## src/hdl/wlg_pkg.sv

```systemverilog
// ----------------------------------------------------------------------------
// wlg_pkg
// Shared types and constants of the window/level gray mapping block.
// ----------------------------------------------------------------------------
package wlg_pkg;

  // Fraction bits of the fixed point slope, intercept, center and width.
  localparam int FRAC_BITS = 16;

  // Queue between the front and the back part.
  localparam int QDEPTH = 8;
  localparam int QPTR_W = $clog2(QDEPTH);
  localparam int QCNT_W = $clog2(QDEPTH + 1);

  // Width of 2*v*2^F - 2*center + width, and of that sum times 255.
  localparam int SUM_W = (((17 + FRAC_BITS) > 33) ? (17 + FRAC_BITS) : 33) + 2;
  localparam int NUM_W = SUM_W + 8;

  // Item commands.
  localparam logic CMD_MEASURE = 1'b0;
  localparam logic CMD_MAP     = 1'b1;

  // Register indexes on the configuration port.
  typedef enum logic [2:0] {
    REG_HIGH_BIT     = 3'd0,
    REG_SIGNED       = 3'd1,
    REG_SLOPE        = 3'd2,
    REG_INTERCEPT    = 3'd3,
    REG_CENTER       = 3'd4,
    REG_WIDTH        = 3'd5
  } reg_idx_e;

  // Configuration seen by both parts.
  typedef struct packed {
    logic [3:0]  high_bit;
    logic        signed_samples;
    logic [31:0] slope;
    logic [31:0] intercept;
    logic [31:0] center;
    logic [31:0] width;
  } cfg_t;

  // One rescaled item waiting in the queue.
  typedef struct packed {
    logic        cmd;
    logic        frame_start;
    logic [15:0] value;
  } qitem_t;

endpackage

```

## src/hdl/wlg_front.sv

```systemverilog
// ----------------------------------------------------------------------------
// wlg_front
// Clips each sample to its stored bits and applies the rescale, in three
// pipeline stages: clip, multiply, add intercept with truncate and saturate.
// ----------------------------------------------------------------------------
module wlg_front import wlg_pkg::*; (
  input  logic         clk_i,
  input  logic         rst_ni,
  input  cfg_t         cfg_i,
  input  logic         in_valid_i,
  input  logic         cmd_i,
  input  logic [15:0]  sample_i,
  input  logic         frame_start_i,
  output logic [1:0]   inflight_o,
  output logic         push_o,
  output qitem_t       item_o
);

  logic               v1_q, v2_q, v3_q;
  logic               cmd1_q, cmd2_q, cmd3_q;
  logic               fs1_q, fs2_q, fs3_q;
  logic signed [16:0] clip_d, clip_q;
  logic signed [48:0] prod_q;
  logic [15:0]        val3_d, val3_q;
  logic [15:0]        mask;
  logic signed [49:0] sum;
  logic signed [49:0] quo;

  // Clip the sample: mask the bits above high_bit or sign-extend from it.
  always_comb begin
    mask = 16'hffff >> (4'd15 - cfg_i.high_bit);
    if (cfg_i.signed_samples && sample_i[cfg_i.high_bit]) begin
      clip_d = {1'b1, sample_i | ~mask};
    end else begin
      clip_d = {1'b0, sample_i & mask};
    end
  end

  // Add the intercept, truncate toward zero and saturate to 16 bits.
  always_comb begin
    sum = {prod_q[48], prod_q} + {{18{cfg_i.intercept[31]}}, cfg_i.intercept};
    quo = sum >>> FRAC_BITS;
    if (sum[49] && (|sum[FRAC_BITS-1:0])) begin
      quo = quo + 50'sd1;
    end
    if (quo > 50'sd32767) begin
      val3_d = 16'h7fff;
    end else if (quo < -50'sd32768) begin
      val3_d = 16'h8000;
    end else begin
      val3_d = quo[15:0];
    end
  end

  // Valid bits of the stages.
  always_ff @(posedge clk_i or negedge rst_ni) begin
    if (!rst_ni) begin
      v1_q <= 1'b0;
      v2_q <= 1'b0;
      v3_q <= 1'b0;
    end else begin
      v1_q <= in_valid_i;
      v2_q <= v1_q;
      v3_q <= v2_q;
    end
  end

  // Stage payload.
  always_ff @(posedge clk_i) begin
    clip_q <= clip_d;
    cmd1_q <= cmd_i;
    fs1_q  <= frame_start_i;
    prod_q <= clip_q * $signed(cfg_i.slope);
    cmd2_q <= cmd1_q;
    fs2_q  <= fs1_q;
    val3_q <= val3_d;
    cmd3_q <= cmd2_q;
    fs3_q  <= fs2_q;
  end

  assign inflight_o = 2'({1'b0, v1_q} + {1'b0, v2_q} + {1'b0, v3_q});
  assign push_o     = v3_q;
  assign item_o     = '{cmd: cmd3_q, frame_start: fs3_q, value: val3_q};

endmodule

```

## src/hdl/wlg_fifo.sv

```systemverilog
// ----------------------------------------------------------------------------
// wlg_fifo
// Short queue of rescaled items between the front and the back part.
// ----------------------------------------------------------------------------
module wlg_fifo import wlg_pkg::*; (
  input  logic              clk_i,
  input  logic              rst_ni,
  input  logic              push_i,
  input  qitem_t            item_i,
  input  logic              pop_i,
  output logic              empty_o,
  output logic [QCNT_W-1:0] count_o,
  output qitem_t            item_o
);

  qitem_t              mem_q [QDEPTH];
  logic [QPTR_W-1:0]   wptr_q, rptr_q;
  logic [QCNT_W-1:0]   cnt_q;

  // Storage write.
  always_ff @(posedge clk_i) begin
    if (push_i) begin
      mem_q[wptr_q] <= item_i;
    end
  end

  // Pointers and fill count.
  always_ff @(posedge clk_i or negedge rst_ni) begin
    if (!rst_ni) begin
      wptr_q <= '0;
      rptr_q <= '0;
      cnt_q  <= '0;
    end else begin
      if (push_i) begin
        wptr_q <= wptr_q + 1'b1;
      end
      if (pop_i) begin
        rptr_q <= rptr_q + 1'b1;
      end
      if (push_i && !pop_i) begin
        cnt_q <= cnt_q + 1'b1;
      end else if (pop_i && !push_i) begin
        cnt_q <= cnt_q - 1'b1;
      end
    end
  end

  assign empty_o = (cnt_q == '0);
  assign count_o = cnt_q;
  assign item_o  = mem_q[rptr_q];

endmodule

```

## src/hdl/wlg_back.sv

```systemverilog
// ----------------------------------------------------------------------------
// wlg_back
// Updates the frame range on measure requests and maps map requests to gray by
// threshold, offset or window/range ratio, divided one quotient bit per cycle.
// ----------------------------------------------------------------------------
module wlg_back import wlg_pkg::*; (
  input  logic        clk_i,
  input  logic        rst_ni,
  input  cfg_t        cfg_i,
  input  logic        empty_i,
  input  qitem_t      item_i,
  output logic        pop_o,
  input  logic        out_pop_i,
  output logic        out_valid_o,
  output logic [7:0]  gray_o
);

  typedef enum logic [5:0] {
    S_IDLE  = 6'b000001,
    S_SCALE = 6'b000010,
    S_NORM  = 6'b000100,
    S_CHK   = 6'b001000,
    S_DIV   = 6'b010000,
    S_OUT   = 6'b100000
  } state_e;

  state_e                   state_q, state_d;
  logic signed [NUM_W-1:0]  num_q, num_d, den_q, den_d, rem_q, rem_d, dsh_q, dsh_d;
  logic [7:0]               quo_q, quo_d, res_q, res_d;
  logic [2:0]               cnt_q, cnt_d;
  logic [15:0]              lo_q, lo_d, hi_q, hi_d;
  logic                     ov_q, ov_d;
  logic [7:0]               gray_q, gray_d;

  logic signed [15:0]       v;
  logic signed [SUM_W-1:0]  vq, c_ext, w_ext;
  logic signed [16:0]       d;
  logic                     win_mode, ge;

  always_comb begin
    v        = item_i.value;
    vq       = {{(SUM_W-16){v[15]}}, v} <<< FRAC_BITS;
    c_ext    = {{(SUM_W-32){cfg_i.center[31]}}, cfg_i.center};
    w_ext    = {{(SUM_W-32){cfg_i.width[31]}}, cfg_i.width};
    d        = {v[15], v} - {lo_q[15], lo_q};
    win_mode = (cfg_i.center != '0) || (cfg_i.width != '0);
    ge       = (rem_q >= dsh_q);
  end

  // Sequencer: take a request, update the range or form and divide the ratio.
  always_comb begin
    state_d = state_q;
    num_d   = num_q;
    den_d   = den_q;
    rem_d   = rem_q;
    dsh_d   = dsh_q;
    quo_d   = quo_q;
    res_d   = res_q;
    cnt_d   = cnt_q;
    lo_d    = lo_q;
    hi_d    = hi_q;
    ov_d    = ov_q && !out_pop_i;
    gray_d  = gray_q;
    pop_o   = 1'b0;
    unique case (state_q)
      S_IDLE: begin
        if (!empty_i) begin
          pop_o = 1'b1;
          if (item_i.cmd == CMD_MEASURE) begin
            if (item_i.frame_start) begin
              lo_d = item_i.value;
              hi_d = item_i.value;
            end else begin
              if (v < $signed(lo_q)) lo_d = item_i.value;
              if (v > $signed(hi_q)) hi_d = item_i.value;
            end
          end else if (win_mode) begin
            if (cfg_i.width == '0) begin
              res_d   = (vq < c_ext) ? 8'd0 : 8'd255;
              state_d = S_OUT;
            end else begin
              num_d   = NUM_W'((vq <<< 1) - (c_ext <<< 1) + w_ext);
              den_d   = NUM_W'(w_ext) <<< 1;
              state_d = S_SCALE;
            end
          end else if ($signed(hi_q) > $signed(lo_q)) begin
            num_d   = NUM_W'(d);
            den_d   = NUM_W'($signed({hi_q[15], hi_q}) - $signed({lo_q[15], lo_q}));
            state_d = S_SCALE;
          end else begin
            if (d <= 17'sd0) res_d = 8'd0;
            else if (d > 17'sd255) res_d = 8'd255;
            else res_d = d[7:0];
            state_d = S_OUT;
          end
        end
      end
      S_SCALE: begin
        num_d   = (num_q <<< 8) - num_q;
        state_d = S_NORM;
      end
      S_NORM: begin
        if (den_q < 0) begin
          num_d = -num_q;
          den_d = -den_q;
        end
        state_d = S_CHK;
      end
      S_CHK: begin
        if (num_q <= 0) begin
          res_d   = 8'd0;
          state_d = S_OUT;
        end else if (num_q >= (den_q <<< 8)) begin
          res_d   = 8'd255;
          state_d = S_OUT;
        end else begin
          rem_d   = num_q;
          dsh_d   = den_q <<< 7;
          cnt_d   = 3'd7;
          quo_d   = '0;
          state_d = S_DIV;
        end
      end
      S_DIV: begin
        if (ge) rem_d = rem_q - dsh_q;
        dsh_d = dsh_q >>> 1;
        quo_d = {quo_q[6:0], ge};
        cnt_d = cnt_q - 3'd1;
        if (cnt_q == 3'd0) begin
          res_d   = {quo_q[6:0], ge};
          state_d = S_OUT;
        end
      end
      S_OUT: begin
        if (!ov_q || out_pop_i) begin
          ov_d    = 1'b1;
          gray_d  = res_q;
          state_d = S_IDLE;
        end
      end
      default: state_d = S_IDLE;
    endcase
  end

  // Control and range state.
  always_ff @(posedge clk_i or negedge rst_ni) begin
    if (!rst_ni) begin
      state_q <= S_IDLE;
      ov_q    <= 1'b0;
      lo_q    <= '0;
      hi_q    <= '0;
    end else begin
      state_q <= state_d;
      ov_q    <= ov_d;
      lo_q    <= lo_d;
      hi_q    <= hi_d;
    end
  end

  // Datapath.
  always_ff @(posedge clk_i) begin
    num_q  <= num_d;
    den_q  <= den_d;
    rem_q  <= rem_d;
    dsh_q  <= dsh_d;
    quo_q  <= quo_d;
    res_q  <= res_d;
    cnt_q  <= cnt_d;
    gray_q <= gray_d;
  end

  assign out_valid_o = ov_q;
  assign gray_o      = gray_q;

  // The partial remainder stays below twice the shifted divisor.
  a_rem_bound: assert property (@(posedge clk_i) disable iff (!rst_ni)
    state_q == S_DIV |-> rem_q < (dsh_q <<< 1))
    else $error("remainder out of bound");

  // The divisor is positive once normalized.
  a_den_pos: assert property (@(posedge clk_i) disable iff (!rst_ni)
    (state_q == S_CHK || state_q == S_DIV) |-> den_q > 0)
    else $error("divisor not positive");

  // The frame range never inverts.
  a_range: assert property (@(posedge clk_i) disable iff (!rst_ni)
    $signed(lo_q) <= $signed(hi_q))
    else $error("range low above range high");

endmodule

```

## src/hdl/window_level_to_8bit_core.sv

```systemverilog
// ----------------------------------------------------------------------------
// window_level_to_8bit_core
// Maps 16-bit image samples to 8-bit gray by rescale and window or range.
// ----------------------------------------------------------------------------
// Path: a request passes the front stages and the queue. A measure then
// updates the range in the back idle state; a map goes straight to output in
// flat or zero-width cases, else via scale, normalize, check and the 8-step
// divider unless the ratio saturates. Throughput: one request per cycle into
// the front pipeline while not full; the back takes requests only from idle.
// Reset: asynchronous, clears range, queue, output and registers to defaults.
module window_level_to_8bit_core import wlg_pkg::*; (
  input  logic         clk_i,
  input  logic         rst_ni,
  input  logic         psel,
  input  logic         penable,
  input  logic         pwrite,
  input  logic [4:0]   paddr,
  input  logic [31:0]  pwdata,
  output logic [31:0]  prdata,
  output logic         pready,
  input  logic         push,
  output logic         full,
  input  logic         command_i,
  input  logic [15:0]  sample_i,
  input  logic         frame_start_i,
  output logic         empty,
  input  logic         pop,
  output logic [7:0]   gray_o
);

  cfg_t              cfg_q;
  reg_idx_e          idx;
  logic [1:0]        inflight;
  logic              fe_push, fifo_empty, be_pop, out_valid, accept;
  qitem_t            fe_item, fifo_item;
  logic [QCNT_W-1:0] fifo_cnt;

  assign idx    = reg_idx_e'(paddr[4:2]);
  assign pready = 1'b1;

  // Configuration registers.
  always_ff @(posedge clk_i or negedge rst_ni) begin
    if (!rst_ni) begin
      cfg_q.high_bit       <= 4'd15;
      cfg_q.signed_samples <= 1'b0;
      cfg_q.slope          <= 32'(1) << FRAC_BITS;
      cfg_q.intercept      <= '0;
      cfg_q.center         <= '0;
      cfg_q.width          <= '0;
    end else if (psel && penable && pwrite) begin
      case (idx)
        REG_HIGH_BIT:  cfg_q.high_bit       <= pwdata[3:0];
        REG_SIGNED:    cfg_q.signed_samples <= pwdata[0];
        REG_SLOPE:     cfg_q.slope          <= pwdata;
        REG_INTERCEPT: cfg_q.intercept      <= pwdata;
        REG_CENTER:    cfg_q.center         <= pwdata;
        REG_WIDTH:     cfg_q.width          <= pwdata;
        default: ;
      endcase
    end
  end

  // Register read back.
  always_comb begin
    unique case (idx)
      REG_HIGH_BIT:  prdata = {28'd0, cfg_q.high_bit};
      REG_SIGNED:    prdata = {31'd0, cfg_q.signed_samples};
      REG_SLOPE:     prdata = cfg_q.slope;
      REG_INTERCEPT: prdata = cfg_q.intercept;
      REG_CENTER:    prdata = cfg_q.center;
      REG_WIDTH:     prdata = cfg_q.width;
      default:       prdata = '0;
    endcase
  end

  // Full counts queue entries plus requests still in the front pipeline.
  assign full   = ((QCNT_W+1)'(fifo_cnt) + (QCNT_W+1)'(inflight)) >= (QCNT_W+1)'(QDEPTH);
  assign accept = push && !full;

  wlg_front u_front (
    .clk_i         (clk_i),
    .rst_ni        (rst_ni),
    .cfg_i         (cfg_q),
    .in_valid_i    (accept),
    .cmd_i         (command_i),
    .sample_i      (sample_i),
    .frame_start_i (frame_start_i),
    .inflight_o    (inflight),
    .push_o        (fe_push),
    .item_o        (fe_item)
  );

  wlg_fifo u_fifo (
    .clk_i   (clk_i),
    .rst_ni  (rst_ni),
    .push_i  (fe_push),
    .item_i  (fe_item),
    .pop_i   (be_pop),
    .empty_o (fifo_empty),
    .count_o (fifo_cnt),
    .item_o  (fifo_item)
  );

  wlg_back u_back (
    .clk_i       (clk_i),
    .rst_ni      (rst_ni),
    .cfg_i       (cfg_q),
    .empty_i     (fifo_empty),
    .item_i      (fifo_item),
    .pop_o       (be_pop),
    .out_pop_i   (pop),
    .out_valid_o (out_valid),
    .gray_o      (gray_o)
  );

  assign empty = !out_valid;

endmodule

```

## config.mk

```make
export PLATFORM = sky130hd
export DESIGN_NAME = window_level_to_8bit_core
export DESIGN_NICKNAME = d
export VERILOG_FILES = /design/src/hdl/wlg_pkg.sv /design/src/hdl/wlg_front.sv /design/src/hdl/wlg_fifo.sv /design/src/hdl/wlg_back.sv /design/src/hdl/window_level_to_8bit_core.sv
export SDC_FILE = /design/constraint.sdc
export NUM_CORES = 2
export LEC_CHECK = 0
export BUFFER_PORTS_ARGS = -buffer_cell sky130_fd_sc_hd__buf_2
export CORE_ASPECT_RATIO = 0.9
export CORE_MARGIN = 4
export CORE_UTILIZATION = 30
export CTS_CLUSTER_SIZE = 10
export DETAILED_ROUTE_END_ITERATION = 8
export PLACE_DENSITY_LB_ADDON = 0.05
export SLEW_MARGIN = 20
export SYNTH_ARGS = -nofsm -noshare
export SYNTH_HDL_FRONTEND = slang
export SYNTH_SLANG_ARGS = --single-unit
```

## constraint.sdc

```tcl
create_clock -name clk_i -period 19.27 [get_ports clk_i]
set_clock_uncertainty 0.2 [all_clocks]
set_input_delay 1.927 -clock clk_i [delete_from_list [all_inputs] [get_ports clk_i]]
set_output_delay 1.927 -clock clk_i [all_outputs]
set_load 0.02 [all_outputs]
```

== Word-level counts from Yosys, hierarchy flattened ==
Memory sizes are Yosys's and may differ from the RTL's.
Cells that the tools add are included.

* Flip-flop bits (word level): 471
* Memory bits (writable): 144
* Input bits: 62
* Output and inout bits: 43
* Memories kept: 1

{| class="wikitable"
|+ Memories
! memory !! words !! bits a word !! read ports !! clocked after Yosys merged registers in !! wr ports !! line !! source
|-
| u_fifo.mem_q || 8 || 18 || 1 || 0 || 1 || wlg_fifo.sv:16 || <nowiki>qitem_t mem_q [QDEPTH];</nowiki>
|}

* Add/sub/neg operators: 19
* $mul: 1
* Magnitude comparators: 14
* Eq/ne operators: 24
* Shift operators: 1
* Muxes and demuxes: 67
* Bitwise logic cells: 8
* Reduce and logical (&&, ||, !) cells: 45

{| class="wikitable"
|+ Operators by type and width
! cell !! count
|-
| 43-bit 2-to-1 mux || 17
|-
| 43-bit case mux with 2 select lines || 3
|-
| 32-bit case mux with 6 select lines || 1
|-
| 43-bit case mux with 3 select lines || 1
|-
| 8-bit 2-to-1 mux || 11
|-
| 43-bit greater-or-equal comparator || 2
|-
| 43-bit negator || 2
|-
| 43-bit subtractor || 2
|-
| 16-bit 2-to-1 mux || 5
|-
| 32-bit nonzero test || 2
|-
| 6-bit 2-to-1 mux || 9
|-
| 49-bit by 32-bit adder with 50-bit output || 1
|-
| 50-bit by 16-bit > comparator with 1-bit output, second input constant || 1
|-
| 50-bit by 16-bit less-than comparator with 1-bit output, second input constant || 1
|-
| 50-bit 2-to-1 mux || 1
|-
| 17-bit by 32-bit multiplier with 49-bit output || 1
|-
| 43-bit by 1-bit less-or-equal comparator with 1-bit output, second input constant || 1
|-
| 43-bit by 1-bit less-than comparator with 1-bit output, second input constant || 1
|-
| 6-bit case mux with 6 select lines || 1
|-
| 34-bit by 2-bit adder with 35-bit output, second input constant || 1
|-
| 34-bit by 32-bit adder with 35-bit output || 1
|-
| 16-bit by 16-bit subtractor with 17-bit output || 2
|-
| 33-bit by 33-bit subtractor with 34-bit output || 1
|-
| 16-bit > comparator || 2
|-
| other kinds (56) || 109
|}

== Longest topological paths before layout ==
An unclocked memory read counts as a cell.

* Depth after elaboration: 10
* Mapped depth: 30

== Cells and area by module ==
A second synthesis with hierarchy kept.

* Cell total of the unflattened synthesis: 5,971
* Area, all modules: 58,675.0 um^2

{| class="wikitable"
|+ Modules (own cells, without submodules)
! module !! instances !! cells an instance !! area each (um^2) !! sequential area each (um^2)
|-
| wlg_front || 1 || 2,803 || 24,982.7 || 1,836.8
|-
| wlg_back || 1 || 2,475 || 21,413.0 || 6,922.9
|-
| window_level_to_8bit_core || 1 || 426 || 6,175.9 || 3,334.4
|-
| wlg_fifo || 1 || 267 || 6,103.4 || 4,574.4
|}

== Worst setup path before layout ==
OpenSTA, ideal clock, no wires.

* Path type: register to register
* From: register cfg_q[106] (netlist bit)
* To: register u_front.prod_q[48]
* Library setup time: 0.072 ns
* Arrival time: 7.242 ns
* Required time: 18.998 ns
* Slack: 11.755 ns
* Stages on the path, launching flop included: 28
* Buffers on the path: 2
* Clock period less this slack: 7.515 ns
* Path through: dfrtp_1 > clkbuf_1 > clkbuf_1 > nand2_1 > fa_1 > fa_1 > fa_1 > inv_1 > fa_1 > fa_1 > inv_1 > fa_1 > inv_1 > ha_1 > and3_1 > o311a_1 > a21boi_1 > nor4_1 > o21ai_1 > o221ai_1 > o22ai_1 > a41oi_1 > a21oi_1 > o2bb2ai_1 > or4_1 > a31o_2 > a21oi_1 > xnor2_1

* Cells in the longest elaborated chain, start to end: 1

{| class="wikitable"
|+ Ends and longest elaborated chain
! element !! line !! source
|-
| start, declared || window_level_to_8bit_core.sv:31 || <nowiki>cfg_t cfg_q;</nowiki>
|-
| 17-bit by 32-bit multiplier with 49-bit output || wlg_front.sv:73 || <nowiki>prod_q <= clip_q * $signed(cfg_i.slope);</nowiki>
|-
| end signal, assigned || wlg_front.sv:73 ||
|-
| end, declared || wlg_front.sv:23 || <nowiki>logic signed [48:0] prod_q;</nowiki>
|}

No other way between the ends.
A chain may end at the register's enable or synchronous reset.

== Worst setup path in the final report ==
* From: register u_front.clip_q[4]
* To: register u_front.prod_q[48]

* Cells in the longest elaborated chain, start to end: 1

{| class="wikitable"
|+ Ends and longest elaborated chain
! element !! line !! source
|-
| start, declared || wlg_front.sv:22 || <nowiki>logic signed [16:0] clip_d, clip_q;</nowiki>
|-
| start signal, assigned || wlg_front.sv:70 || <nowiki>clip_q <= clip_d;</nowiki>
|-
| 17-bit by 32-bit multiplier with 49-bit output || wlg_front.sv:73 ||
|}

No other way between the ends.

==> summary.txt <==
Critical Path Source: u_front.clip_q[4]$_DFF_P_
Die X: 472 um
Compound-Gate Fraction of Synth Area: 0.131
Core ar.: 193000 um2
Crit path kind: flip-flop to flip-flop
Sum Neg Setup Slack: 0 ps
Synth warn: 0
Cell variety after synth: 109
NumNets Final: 7099
Synth Net Count: 7091
Post-Synth Simple-Gate Area: 0.146
Total number of H-tree levels: 3
Vias: 43300
Hold EP: u_front.fs3_q$_DFF_P_
Status: finished, final reports clean
Largest family of logic cells by synthesized area: adder cells
Mapped Cells: 6083
Die area: 201000 um2
Area grow syn2layout: 10.5%
Largest net degree at the start of global routing: 83
EDFF count, synth: 342
Fraction of layout cells with a size suffix above 1: 0.0940
WL/cell: 23.1 um
Rel. slew slack: 0.312
GP Congestion: 0.846
TritonCTS clock tree: done
GR Util All Layers: 0.200
Met3 WL: 5700 um
Cts hold-fix bufs: 0
Synth Area in Adders: 0.274
Layout filler cell count: 20100
Post-Route M1 WL: 93500 um
Antenna violations before repair: 35
Type of the worst min-delay path: flip-flop to flip-flop
Most common cell after layout, fill and taps aside: inv_1
Clock slew at reported path FFs: 70 ps
Starting density of the core: 0.301
Vias/cell: 4.96
Final setup fails: 0
Tightest Pin Transition: 1020 ps
Synth Area in XOR/XNOR: 0.0447
Commonest non-fill, non-tap cells in the layout: 883 x inv_1, 657 x nand2_1, 545 x fa_1
Root Buffer: clkbuf_16
Hold_ws: 129 ps
Flops & latches, synth: 615
DRT Wirelength: 202000 um
Max Clock Freq: 110 MHz
Crit. End Element: flip-flop
DRT iter0 DRCs: 2405
Die height: 426 um
Post-CTS setup buffers: 0
Core Rows: 153
CTS max path bufs: 3
First-pass GRT wire length: 302000 um
CP max FO: 23
Grt total ovfl: 0
Tcrit/Tclk final: 0.472
Mapped cell area: 58100 um2
Worst EP arrival: 9480 ps
DP HPWL: 156000 um
Clock period minus final worst setup slack: 9090 ps
TritonRoute pass-1 iters: 5
Slew Viols, Final: 0
Post-cts resize count: 0
Reg2reg end: u_front.prod_q[48]$_DFF_P_
Mux share of post-synthesis cell area: 0.0422
DR top layer: met4
Most frequently used flop master after synthesis: edfxtp_1
Async set-reset flop share out of synthesis: 0.301
CTS Buf Count: 81
Clk_lat worst skew: 700 ps
Routed wl met2: 96500 um
Critical Path Start Type: flip-flop
Final Hold Fails: 0
Syn avg cell area: 9.56 um2
Worst Min Path Start: u_front.fs2_q$_DFF_P_
Worst reg2reg setup slack: 10180 ps
Worst R2R Path Depth: 26
Hold Crit Depth: 0
Post-route DRC violation count: 0
RSZ-0062 raised after global routing: false
Clock Sink Count: 615
Worst r2r src: u_front.clip_q[4]$_DFF_P_
Antenna viol nets, final: 0
Vias in the first global route: 45200
Worst path required time: 19660 ps
PortBufs: 101
# IOs: 105
Register area share after synthesis: 0.287
Max-Cap Viols: 0
## state kept, by name, summed over array words and instances, names as in the netlist, 3 cells and up
| register | cells |
|---|---|
| u_back.lo_q | 16 |
| u_front.val3_q | 16 |
| u_front.prod_q | 49 |
| u_back.cnt_q | 3 |
| u_back.hi_q | 16 |
| u_back.num_q | 43 |
| u_back.rem_q | 43 |
| u_back.state_q | 6 |
| u_back.res_q | 8 |
| u_back.gray_o | 8 |
| u_fifo.count_o | 4 |
| u_back.dsh_q | 43 |
| u_back.quo_q | 7 |
| u_back.den_q | 43 |
| u_fifo.wptr_q | 3 |
| cfg_q | 133 |
| u_front.clip_q | 17 |
| u_fifo.mem_q | 144 |
| u_fifo.rptr_q | 3 |
## critical path, cell delays in order, from the launching register on
cell	delay, ps
dfxtp_1	650
buf_4	490
nand2_1	150
fa_1	600
fa_1	440
fa_1	510
inv_1	50
fa_1	470
fa_1	560
inv_1	60
fa_1	530
inv_1	40
ha_1	340
and3_1	200
o311a_1	100
a21boi_1	160
nor4_1	390
o21ai_1	260
o221ai_1	570
o22ai_1	300
a41oi_1	380
a21oi_1	200
o2bb2ai_1	210
or4_1	530
a31o_2	260
a21oi_1	170
xnor2_1	130
## synthesized netlist by cell type (all sizes together), types with 38 or more instances
library cell,n,share of area
buf,38,0.0037
nor4,56,0.0065
xor2,90,0.014
nor2,250,0.016
nand4,67,0.0075
clkbuf,224,0.014
mux2,123,0.024
a22oi,70,0.0090
xnor2,206,0.031
nand2b,51,0.0055
dfxtp,88,0.030
a21oi,268,0.023
and2,255,0.027
nand3,69,0.0060
mux4,42,0.016
fa,545,0.19
nor2b,48,0.0052
dfrtp,179,0.077
inv,884,0.057
nor3,115,0.010
ha,401,0.086
a211oi,38,0.0050
nand2,657,0.042
o21ai,365,0.032
edfxtp,342,0.18
a21o,131,0.017
o21a,39,0.0050
## per-layer routing
metal,vias up,global-route usage
li1,20600,-
met3,218,0.0206
met2,663,0.339
met1,21800,0.272
met4,0,0.0567
met5,-,0
## final cells by class
class / count / area, um2 / area share
repair buffers: 187 / 1160 / 0.0181
diodes: 15 / 37.5 / 0.000584
clock inverters: 25 / 234 / 0.00364
multi-input cells: 4320 / 37200 / 0.579
flip-flops and latches: 615 / 16700 / 0.260
well taps: 2557 / 3200 / 0.0498
inverters: 886 / 3330 / 0.0518
clock buffers: 126 / 2380 / 0.0371
## how the worst max path moves through the flow
stage,slack [ps],to,depth (start not counted)
6_report,10180,u_front.prod_q[48]$_DFF_P_,26
5_1_grt,9610,u_front.prod_q[48]$_DFF_P_,25
4_1_cts,9990,u_front.prod_q[48]$_DFF_P_,26
3_5_place_dp,10040,u_front.prod_q[48]$_DFF_P_,25
3_3_place_gp,10020,u_front.prod_q[48]$_DFF_P_,25
2_1_floorplan,11760,u_front.prod_q[48]$_DFF_P_,27
## logic make-up (layout without fill, tap and decap cells)
| family | count (synthesis) | after routing |
|---|---|---|
| mux | 177 | 177 |
| flops | 615 | 615 |
| other cells | 1 | 16 |
| fa+ha+maj | 946 | 946 |
| compound gates | 1181 | 1181 |
| buf+inv | 1148 | 1224 |
| xor+xnor | 296 | 296 |
| simple gates | 1719 | 1719 |
## through the flow
stage / util / std cells / instance area, um2 / worst slack (ps)
after floorplan: - / 6083 / 58100 / 11760
after global placement: 0.319 / 8565 / 61600 / 10020
after detailed placement: 0.319 / 8565 / 61600 / 10040
after CTS: 0.333 / 8716 / 64200 / 9990
after global routing: 0.333 / 8721 / 64200 / 9610
final: 0.333 / 8731 / 64200 / 10180
Power is not shown: default switching activity piles up to over one toggle a cycle in this logic, so the estimate is an artifact.
